$ cat config.mk
export PLATFORM = sky130hd
export DESIGN_NAME = wildcard_byte_pattern_scanner_unit
export DESIGN_NICKNAME = d
export VERILOG_FILES = /design/src/rtl/core/wbps_pkg.sv /design/src/rtl/core/wbps_in_stage.sv /design/src/rtl/core/wbps_match_core.sv /design/src/rtl/core/wbps_out_stage.sv /design/src/rtl/core/wildcard_byte_pattern_scanner_unit.sv
export VERILOG_INCLUDE_DIRS = /design/src /design/src/rtl/core
export SDC_FILE = /design/constraint.sdc
export NUM_CORES = 2
export LEC_CHECK = 0
export BUFFER_PORTS_ARGS = -buffer_cell sky130_fd_sc_hd__clkbuf_2
export CAP_MARGIN = 20
export CORE_UTILIZATION = 25
export CTS_CLUSTER_DIAMETER = 30
export DETAILED_ROUTE_END_ITERATION = 10
export PLACE_DENSITY = 0.37
export SLEW_MARGIN = 20
export SYNTH_ARGS = -nofsm -noshare
export SYNTH_HDL_FRONTEND = slang
export SYNTH_SLANG_ARGS = --single-unit
$ cat constraint.sdc
create_clock -name clk_i -period 4.6 [get_ports clk_i]
set_clock_uncertainty 0.05 [all_clocks]
set_input_delay 0.23 -clock clk_i [delete_from_list [all_inputs] [get_ports clk_i]]
set_output_delay 0.23 -clock clk_i [all_outputs]
set_load 0.01 [all_outputs]
$ cat src/rtl/core/wildcard_byte_pattern_scanner_unit_macros.svh
// Assertion macros used by the wildcard byte pattern scanner RTL.
`ifndef WILDCARD_BYTE_PATTERN_SCANNER_UNIT_MACROS_SVH
`define WILDCARD_BYTE_PATTERN_SCANNER_UNIT_MACROS_SVH

// Checks that the consequent holds in the same cycle as the antecedent.
`define WBPS_ASSERT_NOW(lbl, ante, cons, msg) \
  lbl: assert property (@(posedge clk_i) disable iff (!rst_ni) (ante) |-> (cons)) \
    else $error(msg);

// Checks that the consequent holds in the cycle after the antecedent.
`define WBPS_ASSERT_NEXT(lbl, ante, cons, msg) \
  lbl: assert property (@(posedge clk_i) disable iff (!rst_ni) (ante) |=> (cons)) \
    else $error(msg);

`endif

$ cat src/rtl/core/wbps_pkg.sv
// Types and constants shared by the wildcard byte pattern scanner modules.
package wbps_pkg;

  // Largest pattern the token store holds.
  localparam int MaxPattern = 128;
  // Width of the running buffer offset counter.
  localparam int OffsetWidth = 32;
  // Width of the reported match offset.
  localparam int MatchWidth = 32;
  // Width of the pattern length register.
  localparam int CfgWidth = 8;
  // Width of the token index field.
  localparam int TokIdxWidth = 7;

  localparam int PatIdxW = (MaxPattern > 1) ? $clog2(MaxPattern) : 1;
  localparam int LenW = $clog2(MaxPattern + 1);
  localparam int WideW = (OffsetWidth > MatchWidth) ? OffsetWidth : MatchWidth;

  typedef enum logic {
    OpLoad = 1'b0,
    OpScan = 1'b1
  } op_e;

  typedef struct packed {
    op_e                    opcode;
    logic [TokIdxWidth-1:0] token_index;
    logic [7:0]             token_byte;
    logic                   token_wildcard;
    logic [7:0]             data_byte;
    logic                   first_of_buffer;
  } req_t;

endpackage

$ cat src/rtl/core/wbps_in_stage.sv
// Input register that holds one accepted request until the match core takes it.
module wbps_in_stage (
  input  logic          clk_i,
  input  logic          rst_ni,
  input  logic          valid_i,
  output logic          ready_o,
  input  wbps_pkg::req_t req_i,
  input  logic          take_i,
  output logic          valid_o,
  output wbps_pkg::req_t req_o
);

  logic           valid_q, valid_d;
  wbps_pkg::req_t req_q;

  assign ready_o = !valid_q || take_i;
  assign valid_d = ready_o ? valid_i : valid_q;

  always_ff @(posedge clk_i or negedge rst_ni) begin
    if (!rst_ni) begin
      valid_q <= 1'b0;
    end else begin
      valid_q <= valid_d;
    end
  end

  always_ff @(posedge clk_i) begin
    if (valid_i && ready_o) begin
      req_q <= req_i;
    end
  end

  assign valid_o = valid_q;
  assign req_o   = req_q;

endmodule

$ cat src/rtl/core/wbps_match_core.sv
// Token store, shift-and partial match vector and offset counter.
module wbps_match_core (
  input  logic                                clk_i,
  input  logic                                rst_ni,
  input  wbps_pkg::req_t                      req_i,
  input  logic                                fire_i,
  input  logic [wbps_pkg::LenW-1:0]           len_i,
  output logic                                hit_o,
  output logic [wbps_pkg::MatchWidth-1:0]     offset_o
);

  logic [7:0]                        val_q [wbps_pkg::MaxPattern];
  logic [wbps_pkg::MaxPattern-1:0]   wild_q;
  logic [wbps_pkg::MaxPattern-1:0]   vec_q, vec_d, vec_base;
  logic [wbps_pkg::OffsetWidth-1:0]  pos_q, pos_d, pos_base;
  logic [wbps_pkg::OffsetWidth-1:0]  start;
  logic [wbps_pkg::WideW-1:0]        start_wide;
  logic [wbps_pkg::PatIdxW-1:0]      last_idx;
  logic [wbps_pkg::PatIdxW-1:0]      wr_idx;
  logic                              is_scan, wr_en;

  assign is_scan  = (req_i.opcode == wbps_pkg::OpScan);
  assign vec_base = req_i.first_of_buffer ? '0 : vec_q;
  assign pos_base = req_i.first_of_buffer ? '0 : pos_q;

  // Each token position extends the match that ended one byte earlier.
  for (genvar k = 0; k < wbps_pkg::MaxPattern; k++) begin : g_cell
    logic prev, tok_hit, in_use;
    if (k == 0) begin : g_head
      assign prev = 1'b1;
    end else begin : g_tail
      assign prev = vec_base[k-1];
    end
    assign tok_hit = wild_q[k] || (val_q[k] == req_i.data_byte);
    assign in_use  = (k < int'(len_i));
    assign vec_d[k] = in_use && prev && tok_hit;
  end

  assign last_idx = wbps_pkg::PatIdxW'(len_i - 1'b1);
  assign hit_o    = is_scan && (len_i != '0) && vec_d[last_idx];

  assign start      = pos_base - wbps_pkg::OffsetWidth'(len_i) + 1'b1;
  assign start_wide = wbps_pkg::WideW'(start);
  assign offset_o   = start_wide[wbps_pkg::MatchWidth-1:0];
  assign pos_d      = pos_base + 1'b1;

  assign wr_idx = wbps_pkg::PatIdxW'(req_i.token_index);
  assign wr_en  = fire_i && !is_scan && (int'(req_i.token_index) < wbps_pkg::MaxPattern);

  always_ff @(posedge clk_i or negedge rst_ni) begin
    if (!rst_ni) begin
      vec_q <= '0;
      pos_q <= '0;
    end else if (fire_i && is_scan) begin
      vec_q <= vec_d;
      pos_q <= pos_d;
    end
  end

  // The token store has no reset; a token is defined once it is loaded.
  always_ff @(posedge clk_i) begin
    if (wr_en) begin
      val_q[wr_idx]  <= req_i.token_byte;
      wild_q[wr_idx] <= req_i.token_wildcard;
    end
  end

endmodule

$ cat src/rtl/core/wbps_out_stage.sv
// Result register that holds one match offset until the consumer takes it.
module wbps_out_stage (
  input  logic                            clk_i,
  input  logic                            rst_ni,
  input  logic                            load_i,
  input  logic [wbps_pkg::MatchWidth-1:0] offset_i,
  output logic                            free_o,
  output logic                            valid_o,
  input  logic                            ready_i,
  output logic [wbps_pkg::MatchWidth-1:0] offset_o
);

  logic                            valid_q, valid_d;
  logic [wbps_pkg::MatchWidth-1:0] offset_q;

  assign free_o  = !valid_q || ready_i;
  assign valid_d = load_i || (valid_q && !ready_i);

  always_ff @(posedge clk_i or negedge rst_ni) begin
    if (!rst_ni) begin
      valid_q <= 1'b0;
    end else begin
      valid_q <= valid_d;
    end
  end

  always_ff @(posedge clk_i) begin
    if (load_i) begin
      offset_q <= offset_i;
    end
  end

  assign valid_o  = valid_q;
  assign offset_o = offset_q;

endmodule

$ cat src/rtl/core/wildcard_byte_pattern_scanner_unit.sv
// Top level of the wildcard byte pattern scanner.
//
// The scanner searches a byte stream for a pattern of up to 128 tokens, each a
// literal byte or a wildcard that matches any byte. A request with opcode load
// writes one token into the store; a request with opcode scan presents one
// buffer byte, and first_of_buffer restarts the offset at zero and drops all
// partial matches before that byte is compared. Every window whose bytes match
// the pattern, overlapping windows included, produces one result carrying the
// offset of the window's first byte; the offset counter wraps at 32 bits. The
// pattern length register, written over the configuration channel, sets how
// many tokens are in use; zero disables matching and values above 128 act as
// 128. Write it and load tokens only while no request is in flight. The block
// takes one request every cycle unless a scan is held up by a waiting result;
// a result is offered on the output once its request has passed through the
// input register, where the match core compares all token positions at once,
// and the result register has taken the offset, from where the consumer can
// take it. While a result waits in the result register, scans back up into
// the input register, but load requests keep moving. Tokens that were never
// loaded compare as unknown values.
module wildcard_byte_pattern_scanner_unit (
  input  logic                               clk_i,
  input  logic                               rst_ni,
  input  logic                               in_valid_i,
  output logic                               in_ready_o,
  input  logic                               opcode_i,
  input  logic [wbps_pkg::TokIdxWidth-1:0]   token_index_i,
  input  logic [7:0]                         token_byte_i,
  input  logic                               token_wildcard_i,
  input  logic [7:0]                         data_byte_i,
  input  logic                               first_of_buffer_i,
  output logic                               out_valid_o,
  input  logic                               out_ready_i,
  output logic [wbps_pkg::MatchWidth-1:0]    match_offset_o,
  input  logic                               cfg_valid_i,
  output logic                               cfg_ready_o,
  input  logic [wbps_pkg::CfgWidth-1:0]      cfg_data_i
);

  `include "wildcard_byte_pattern_scanner_unit_macros.svh"

  wbps_pkg::req_t                  in_req, s1_req;
  logic                            s1_valid, s1_take;
  logic                            out_free, core_hit;
  logic [wbps_pkg::MatchWidth-1:0] core_offset;
  logic [wbps_pkg::CfgWidth-1:0]   pat_len_q;
  logic [wbps_pkg::LenW-1:0]       len_used;

  // The length register accepts a write in every cycle.
  assign cfg_ready_o = 1'b1;

  always_ff @(posedge clk_i or negedge rst_ni) begin
    if (!rst_ni) begin
      pat_len_q <= '0;
    end else if (cfg_valid_i) begin
      pat_len_q <= cfg_data_i;
    end
  end

  // Lengths beyond the store depth are clamped to the full store.
  assign len_used = (int'(pat_len_q) > wbps_pkg::MaxPattern) ?
                    wbps_pkg::LenW'(wbps_pkg::MaxPattern) : wbps_pkg::LenW'(pat_len_q);

  always_comb begin
    in_req                 = '0;
    in_req.opcode          = wbps_pkg::op_e'(opcode_i);
    in_req.token_index     = token_index_i;
    in_req.token_byte      = token_byte_i;
    in_req.token_wildcard  = token_wildcard_i;
    in_req.data_byte       = data_byte_i;
    in_req.first_of_buffer = first_of_buffer_i;
  end

  // A scan leaves the input register only when the result register can take
  // whatever it produces; a load never produces a result and always leaves.
  assign s1_take = s1_valid && (out_free || (s1_req.opcode == wbps_pkg::OpLoad));

  wbps_in_stage u_in_stage (
    .clk_i   (clk_i),
    .rst_ni  (rst_ni),
    .valid_i (in_valid_i),
    .ready_o (in_ready_o),
    .req_i   (in_req),
    .take_i  (s1_take),
    .valid_o (s1_valid),
    .req_o   (s1_req)
  );

  wbps_match_core u_match_core (
    .clk_i    (clk_i),
    .rst_ni   (rst_ni),
    .req_i    (s1_req),
    .fire_i   (s1_take),
    .len_i    (len_used),
    .hit_o    (core_hit),
    .offset_o (core_offset)
  );

  wbps_out_stage u_out_stage (
    .clk_i    (clk_i),
    .rst_ni   (rst_ni),
    .load_i   (s1_take && core_hit),
    .offset_i (core_offset),
    .free_o   (out_free),
    .valid_o  (out_valid_o),
    .ready_i  (out_ready_i),
    .offset_o (match_offset_o)
  );

  // An empty pattern never reports a match.
  `WBPS_ASSERT_NOW(a_empty_no_hit, len_used == '0, !core_hit, "match with empty pattern")
  // A new result only ever follows a scan leaving the input register.
  `WBPS_ASSERT_NOW(a_result_from_scan, $rose(out_valid_o),
    $past(s1_take && (s1_req.opcode == wbps_pkg::OpScan)), "result without scan")
  // The input side stalls only when both registers are full and blocked.
  `WBPS_ASSERT_NOW(a_stall_only_full, !in_ready_o,
    s1_valid && out_valid_o && !out_ready_i, "input stalled without backpressure")
  // A load request leaves the input register without waiting on the output.
  `WBPS_ASSERT_NEXT(a_load_moves, s1_valid && (s1_req.opcode == wbps_pkg::OpLoad),
    in_ready_o || $past(s1_take), "load request stuck")

endmodule
=== After elaboration in Yosys (flattened, before gate mapping) ===
Memory sizes are Yosys's and may differ from the RTL's.
Cells that the tools add are included.

* Input port bits: 39
* Output and inout bits: 35
* Bits in writable memories: 1024
* Memories: 1
* Register bits after elaboration: 355
* Word-level logic and storage cells: 690

* Equality and inequality tests: 128
* Muxes and demuxes: 10
* $add $sub $neg: 4
* $lt $le $gt $ge: 132
* Reductions and logical operators: 401
* Bitwise operators: 1

{| class="wikitable"
|+ Memories
! name !! depth !! width !! read ports !! clocked after memory_dff !! write ports !! line !! text
|-
| u_match_core.val_q || 128 || 8 || 128 || 0 || 1 || wbps_match_core.sv:12 || <nowiki>logic [7:0] val_q [wbps_pkg::MaxPattern];</nowiki>
|}

{| class="wikitable"
|+ Operators by type and width
! kind !! count
|-
| equality test 8 bit || 128
|-
| less-than comparator 7 x 8 -> 1 bit (first input constant) || 64
|-
| logical AND 1 bit || 264
|-
| less-than comparator 6 x 8 -> 1 bit (first input constant) || 32
|-
| logical OR 1 bit || 132
|-
| bitwise mux 128 bit || 1
|-
| less-than comparator 5 x 8 -> 1 bit (first input constant) || 16
|-
| two-way mux 127 bit || 1
|-
| adder 32 x 1 -> 32 bit (second input constant) || 2
|-
| less-than comparator 4 x 8 -> 1 bit (first input constant) || 8
|-
| less-than comparator 3 x 8 -> 1 bit (first input constant) || 4
|-
| two-way mux 32 bit || 1
|-
| subtractor 32 x 8 -> 32 bit || 1
|-
| less-than comparator 1 x 8 -> 1 bit (first input constant) || 2
|-
| less-than comparator 2 x 8 -> 1 bit (first input constant) || 2
|-
| less-than comparator 7 x 8 -> 1 bit (second input constant) || 2
|-
| > comparator 8 bit (second input constant) || 1
|-
| two-way mux 8 bit || 1
|-
| nonzero test 8 bit || 1
|-
| binary-select mux 1 bit (select 7 bit) || 1
|-
| demux 1 bit (select 7 bit) || 1
|-
| >= comparator 7 x 1 -> 1 bit (second input constant) || 1
|-
| subtractor 7 x 1 -> 7 bit (second input constant) || 1
|-
| logical NOT 1 bit || 4
|-
| other kinds (2) || 5
|}

=== Depth between registers and ports, before layout ===
* Depth after elaboration: 10
* Depth in mapped cells: 20
* Mapped depth without buffers: 18

=== By module ===
Synthesis repeated with hierarchy kept, for this count alone.

* Cells, all modules: 4281
* Area total of the unflattened synthesis: 60705.7 µm²

{| class="wikitable"
|+ By module, submodules not included
! module !! cells an instance !! instances !! seq. area each (µm²) !! area each (µm²)
|-
| wbps_match_core || 4186 || 1 || 38572.0 || 58453.6
|-
| wbps_out_stage || 35 || 1 || 985.9 || 1008.5
|-
| wbps_in_stage || 30 || 1 || 805.8 || 834.6
|-
| wildcard_byte_pattern_scanner_unit || 30 || 1 || 200.2 || 409.1
|}

=== Worst setup path after synthesis ===
No wires, ideal clock.

* Path kind: register -> register
* Start point: reg pat_len_q[0] (netlist name)
* End point: reg u_out_stage.offset_q (netlist bit u_out_stage.offset_o[0]), enable pin
* Data required time: 4072 ps
* Stages on the path, launching flop included: 19
* Setup slack: -175 ps
* Buffers on the path: 5
* Data arrival time: 4248 ps
* Clock period less this slack: 4775 ps
* Library setup time: 478 ps
* Cell sequence: dfrtp_1 -> nor2b_1 -> clkbuf_1 -> inv_1 -> buf_2 -> buf_2 -> clkbuf_1 -> ha_1 -> buf_2 -> inv_1 -> or3_1 -> o21ai_1 -> nor3_1 -> a21oi_1 -> nor4_1 -> o31a_1 -> a2111o_1 -> o31ai_2 -> nand2_1

* Cells in the longest elaborated chain, start to end: 9
* Elaborated cells between the ends (all ways): 392
* Classes of those cells: 1 x add/sub; 129 x order compare; 3 x mux; 259 x reduce/logical

{| class="wikitable"
|+ RTL lines
! element !! line !! text
|-
| from (decl) || wildcard_byte_pattern_scanner_unit.sv:45 || <nowiki>logic [wbps_pkg::CfgWidth-1:0] pat_len_q;</nowiki>
|-
| from (signal assigned) || wildcard_byte_pattern_scanner_unit.sv:55 || <nowiki>pat_len_q <= cfg_data_i;</nowiki>
|-
| > comparator 8 bit || wildcard_byte_pattern_scanner_unit.sv:60 || <nowiki>assign len_used = (int'(pat_len_q) > wbps_pkg::MaxPattern) ?</nowiki>
|-
| two-way mux 8 bit * || wildcard_byte_pattern_scanner_unit.sv:60 ||
|-
| less-than comparator 1 x 8 -> 1 bit (tied with other cells) || wbps_match_core.sv:35 || <nowiki>assign in_use = (k < int'(len_i));</nowiki>
|-
| logical AND 1 bit (2 in a row) || wbps_match_core.sv:36 || <nowiki>assign vec_d[k] = in_use && prev && tok_hit;</nowiki>
|-
| binary-select mux 1 bit (select 7 bit) || wbps_match_core.sv:40 || <nowiki>assign hit_o = is_scan && (len_i != '0) && vec_d[last_idx];</nowiki>
|-
| two-way mux 1 bit (not written as such) || wbps_match_core.sv:40 ||
|-
| logical AND 1 bit * || wbps_match_core.sv:40 ||
|-
| logical AND 1 bit * || wildcard_byte_pattern_scanner_unit.sv:101 || <nowiki>.load_i (s1_take && core_hit),</nowiki>
|-
| named net u_out_stage.load_i || wbps_out_stage.sv:5 || <nowiki>input logic load_i,</nowiki>
|-
| to (signal assigned) || wbps_out_stage.sv:29 || <nowiki>offset_q <= offset_i;</nowiki>
|-
| to (decl) || wbps_out_stage.sv:14 || <nowiki>logic [wbps_pkg::MatchWidth-1:0] offset_q;</nowiki>
|}

Mark *: on every way through the listed nets, which the timed path passes. The rest lies on a longest branch. The select of a mux whose other input is x is not followed.
A chain may end at the register's enable or synchronous reset.

=== Worst setup path in the final report ===
* Start point: reg u_in_stage.req_q (netlist bit u_in_stage.req_o[2])
* End point: reg u_out_stage.offset_q (netlist bit u_out_stage.offset_o[12]), enable pin

* Cells in the longest elaborated chain, start to end: 7
* Elaborated cells between the ends (all ways): 388
* Classes of those cells: 128 x eq/ne; 2 x mux; 258 x reduce/logical

{| class="wikitable"
|+ RTL lines
! element !! line !! text
|-
| from (decl) || wbps_in_stage.sv:14 || <nowiki>wbps_pkg::req_t req_q;</nowiki>
|-
| from (signal assigned) || wbps_in_stage.sv:29 || <nowiki>req_q <= req_i;</nowiki>
|-
| equality test 8 bit || wbps_match_core.sv:34 || <nowiki>assign tok_hit = wild_q[k] || (val_q[k] == req_i.data_byte);</nowiki>
|-
| logical OR 1 bit || wbps_match_core.sv:34 ||
|-
| logical AND 1 bit || wbps_match_core.sv:36 ||
|-
| binary-select mux 1 bit (select 7 bit) * || wbps_match_core.sv:40 ||
|-
| two-way mux 1 bit (not written as such) * || wbps_match_core.sv:40 ||
|-
| logical AND 1 bit * || wbps_match_core.sv:40 ||
|-
| logical AND 1 bit * || wildcard_byte_pattern_scanner_unit.sv:101 ||
|-
| named net u_out_stage.load_i || wbps_out_stage.sv:5 ||
|}

Marks and branches as above.

==> summary.txt <==
Outcome
  – Outcome: finished, final reports clean

Clock network
  – CTS root buf: clkbuf_16
  – CTS tree: done
  – CTS Hold Buffers Added: 73
  – H-tree depth: 5
  – Postcts setup bufs: 0
  – Post_cts resized: 0
  – Skew-Pair Late Insertion Delay: 950 ps
  – Clock sinks: 1379
  – Num CTS Buffers: 399
  – Clk buf depth: 4
  – Worst-path clk slew: 40 ps

Drt
  – Via count: 38050
  – DRC viols: 0
  – Initial DRC Count: 2208
  – DRT Wirelength: 212900 microns
  – Number of detailed-route iterations in the first pass: 6
  – Via density: 4.488
  – DR WL/cell: 25.12 microns
  – Post-DRT Antenna Nets: 0

GRT
  – First-pass GRT wire length: 300600 microns
  – Overflow after GRT: 0
  – Largest net degree at the start of global routing: 114
  – All-Layer GR Usage: 17.04%
  – Initial antenna violation count: 9
  – Vias in the first global route: 40090

Logic synthesis
  – Async SR Flop Fraction: 12.26%
  – Post-Syn Nets: 4463
  – Mapped Area: 61250 sq um
  – Register area share after synthesis: 66.22%
  – #FFs+latches synth: 1379
  – Syn avg cell area: 14.05 sq um
  – EDFF count, synth: 1210
  – Mapped Cells: 4359
  – Netlist cell types: 90
  – Most used DFF post-synth: edfxtp_1
  – Synth Warn #: 0

Timing
  – Worst-Margin Slew: 1035 ps
  – Final setup viols: 0
  – Unrepaired setup endpoints after global routing: no
  – Final Max Slew Viols: 0
  – Setup TNS: 0 ps
  – Slew Limit Headroom: 31.02%
  – Crit share post-route: 93.34%
  – Max Clk Rate: 232.9 MHz
  – Fin. Hold Viols: 0
  – Post-layout minimum cycle time: 4294 ps

Die
  – Die ar.: 247000 sq um
  – Die width: 497.0 microns
  – Die height: 497.0 microns
  – Ports: 74
  – Initial core utilization: 25.16%
  – Core ar.: 243500 sq um
  – Site row count: 181

Hold path
  – Worst Hold Path Cells: 2
  – HP Class: in2reg

Placement
  – # port buffers: 72
  – GPL Wtd Cong: 0.8711
  – HPWL Detailed: 129700 microns

Layout
  – Layout cells sized above 1: 18.01%
  – Area growth, synth to finish: 30.77%
  – Fin nets: 5067

Worst setup path
  – Reg2Reg Setup Slack: 310 ps
  – Critical Path Source Type: flip-flop
  – WP data required: 5160 ps
  – Critical path type: reg2reg
  – CP Max Fanout: 32
  – Reg2reg path depth: 13
  – CP Capture Type: flip-flop
  – Crit path DAT: 4860 ps

Pwr
  – Logic pwr share: 6.7%
  – VDD IR-drop max: 0.3668 mV
  – Switching pwr: 0.009640 W
  – P_leak: 28.96 nW
  – Power per cell area: 528.1 nW/um^2
  – Switching Share: 22.79%
  – Part of the power in registers: 33.0%
  – Int Pwr: 0.03266 W
  – Clk pwr share: 60.3%
  – Total power: 0.04230 W

Job
  – Max-Cap Viols: 0
## layout make-up
| type | instances | area (sq um) |
|---|---|---|
| Antenna cell | 5 | 12.51 |
| Clock buffer | 491 | 10520 |
| Clock inverter | 217 | 2032 |
| Fill cell | 23940 | 163400 |
| Inverter | 56 | 210.2 |
| Multi-Input combinational cell | 2717 | 19100 |
| Sequential cell | 1379 | 40560 |
| Tap cell | 3202 | 4006 |
| Timing Repair Buffer | 410 | 3657 |
## cells in the mapped netlist, types with 34 or more instances
| library cell | number | area, sq um |
|---|---|---|
| edfxtp_1 | 1210 | 36330 |
| xor2_1 | 912 | 7988 |
| nand2_1 | 275 | 1032 |
| nor2_1 | 272 | 1021 |
| nor4_1 | 235 | 1470 |
| dfrtp_1 | 169 | 4229 |
| xnor2_1 | 160 | 1401 |
| a21oi_1 | 155 | 775.7 |
| o21ai_0 | 108 | 540.5 |
| clkbuf_1 | 71 | 266.5 |
| ha_1 | 64 | 800.8 |
| nor3_1 | 56 | 280.3 |
| inv_1 | 55 | 206.5 |
| buf_4 | 50 | 375.4 |
| buf_6 | 50 | 563.0 |
| nand4_1 | 45 | 281.5 |
| nand2b_1 | 39 | 244.0 |
| nand3_1 | 36 | 180.2 |
| o31ai_1 | 34 | 255.2 |
## kinds of logic after synthesis
logic type	count (synthesis)	share of synthesized area [%]
fa+ha+maj	65	1.340
simple gates	1043	8.453
other cells	1	0.006122
xor+xnor	1073	15.35
flops	1379	66.22
mux	28	0.6148
buf+inv	263	2.633
compound gates	507	5.374
## flip-flops by register name, indices dropped and copies added, names as in the netlist
register              cells
u_match_core.val_q     1024
u_match_core.wild_q     128
u_match_core.vec_q      127
u_match_core.pos_q       32
u_out_stage.offset_o     32
u_in_stage.req_o         26
pat_len_q                 8
u_in_stage.valid_o        1
u_out_stage.valid_o       1
## power by group through the flow
stage | Clock, W | Combinational (W) | Sequential, W
after detailed placement | 0 | 0.00281 | 0.0142
after CTS | 0.0260 | 0.00288 | 0.0140
final | 0.0255 | 0.00283 | 0.0140
after global routing | 0.0267 | 0.00305 | 0.0140
after global placement | 0 | 0.00283 | 0.0142
after floorplan | 0 | 0.00147 | 0.0142
## critical path: stages, from the launching register on
cell and delay, ps:
edfxtp_1 470, buf_12 280, buf_4 330, xor2_1 100, nor4_1 280, a21oi_1 180
nor4b_1 710, mux4_2 420, o22ai_1 90, nor4_1 340, a2111o_1 180, o31ai_2 70
nand2_2 170, buf_12 230
## path summary, 6_finish.rpt
| kind | start | endpoint |
|---|---|---|
| max in group asynchronous | rst_ni | u_match_core.vec_q[53] |
| setup reg to reg | u_in_stage.req_o[2] | u_out_stage.offset_o[12] |
| hold / removal | data_byte_i[7] | u_in_stage.req_o[8] |
| setup / recovery | u_in_stage.req_o[2] | u_out_stage.offset_o[12] |
| min in group asynchronous | rst_ni | u_match_core.pos_q[24] |
| hold reg to reg | u_match_core.vec_q[58] | u_match_core.vec_q[58] |
## stage by stage
stage | area, sq um | instances | setup WS (ps) | utilization (%) | hold slack (ps)
2_1_floorplan | 61260 | 4359 | 117.4 | - | -115.6
3_3_place_gp | 66790 | 7691 | 286.9 | 27.43 | 276.0
3_5_place_dp | 66790 | 7691 | 303.9 | 27.43 | 275.8
4_1_cts | 80090 | 8472 | 299.2 | 32.90 | 3.675
5_1_grt | 80100 | 8476 | 49.31 | 32.90 | 39.26
6_report | 80100 | 8477 | 306.4 | 32.90 | 47.74
## layout by cell type, fill, tap and decap left out, types with 32 or more instances in the layout
master         netlist  final
xnor2_1            160    160
nand3_1             36     36
a21oi_1            155    155
clkbuf_1            71     79
edfxtp_1          1210   1210
clkinv_2             0     78
buf_12               0     44
nand2_1            275    274
clkbuf_16            0    404
o31ai_1             34     34
nor3_1              56     56
clkinv_1             0     78
nor2_1             272    270
clkbuf_2             0     71
dlygate4sd3_1        0     72
xor2_1             912    912
ha_1                64     64
dfrtp_1            169    169
a22o_1              32     32
bufinv_16            0     37
inv_1               55     54
nor4_1             235    235
nand2b_1            39     39
nand4_1             45     45
o21ai_0            108    108
buf_4               50    221
## metal layers
layer	wire length [microns]	vias up	share of wire (%)	GRT usage (%)
met5	0	-	0	0
met4	5497	0	2.6	5.682
met3	9903	336	4.7	3.553
met2	102300	975	48	28.31
met1	95210	19480	45	21.95
li1	-	17260	-	-
Note: power is estimated with default switching activity, not from simulation.
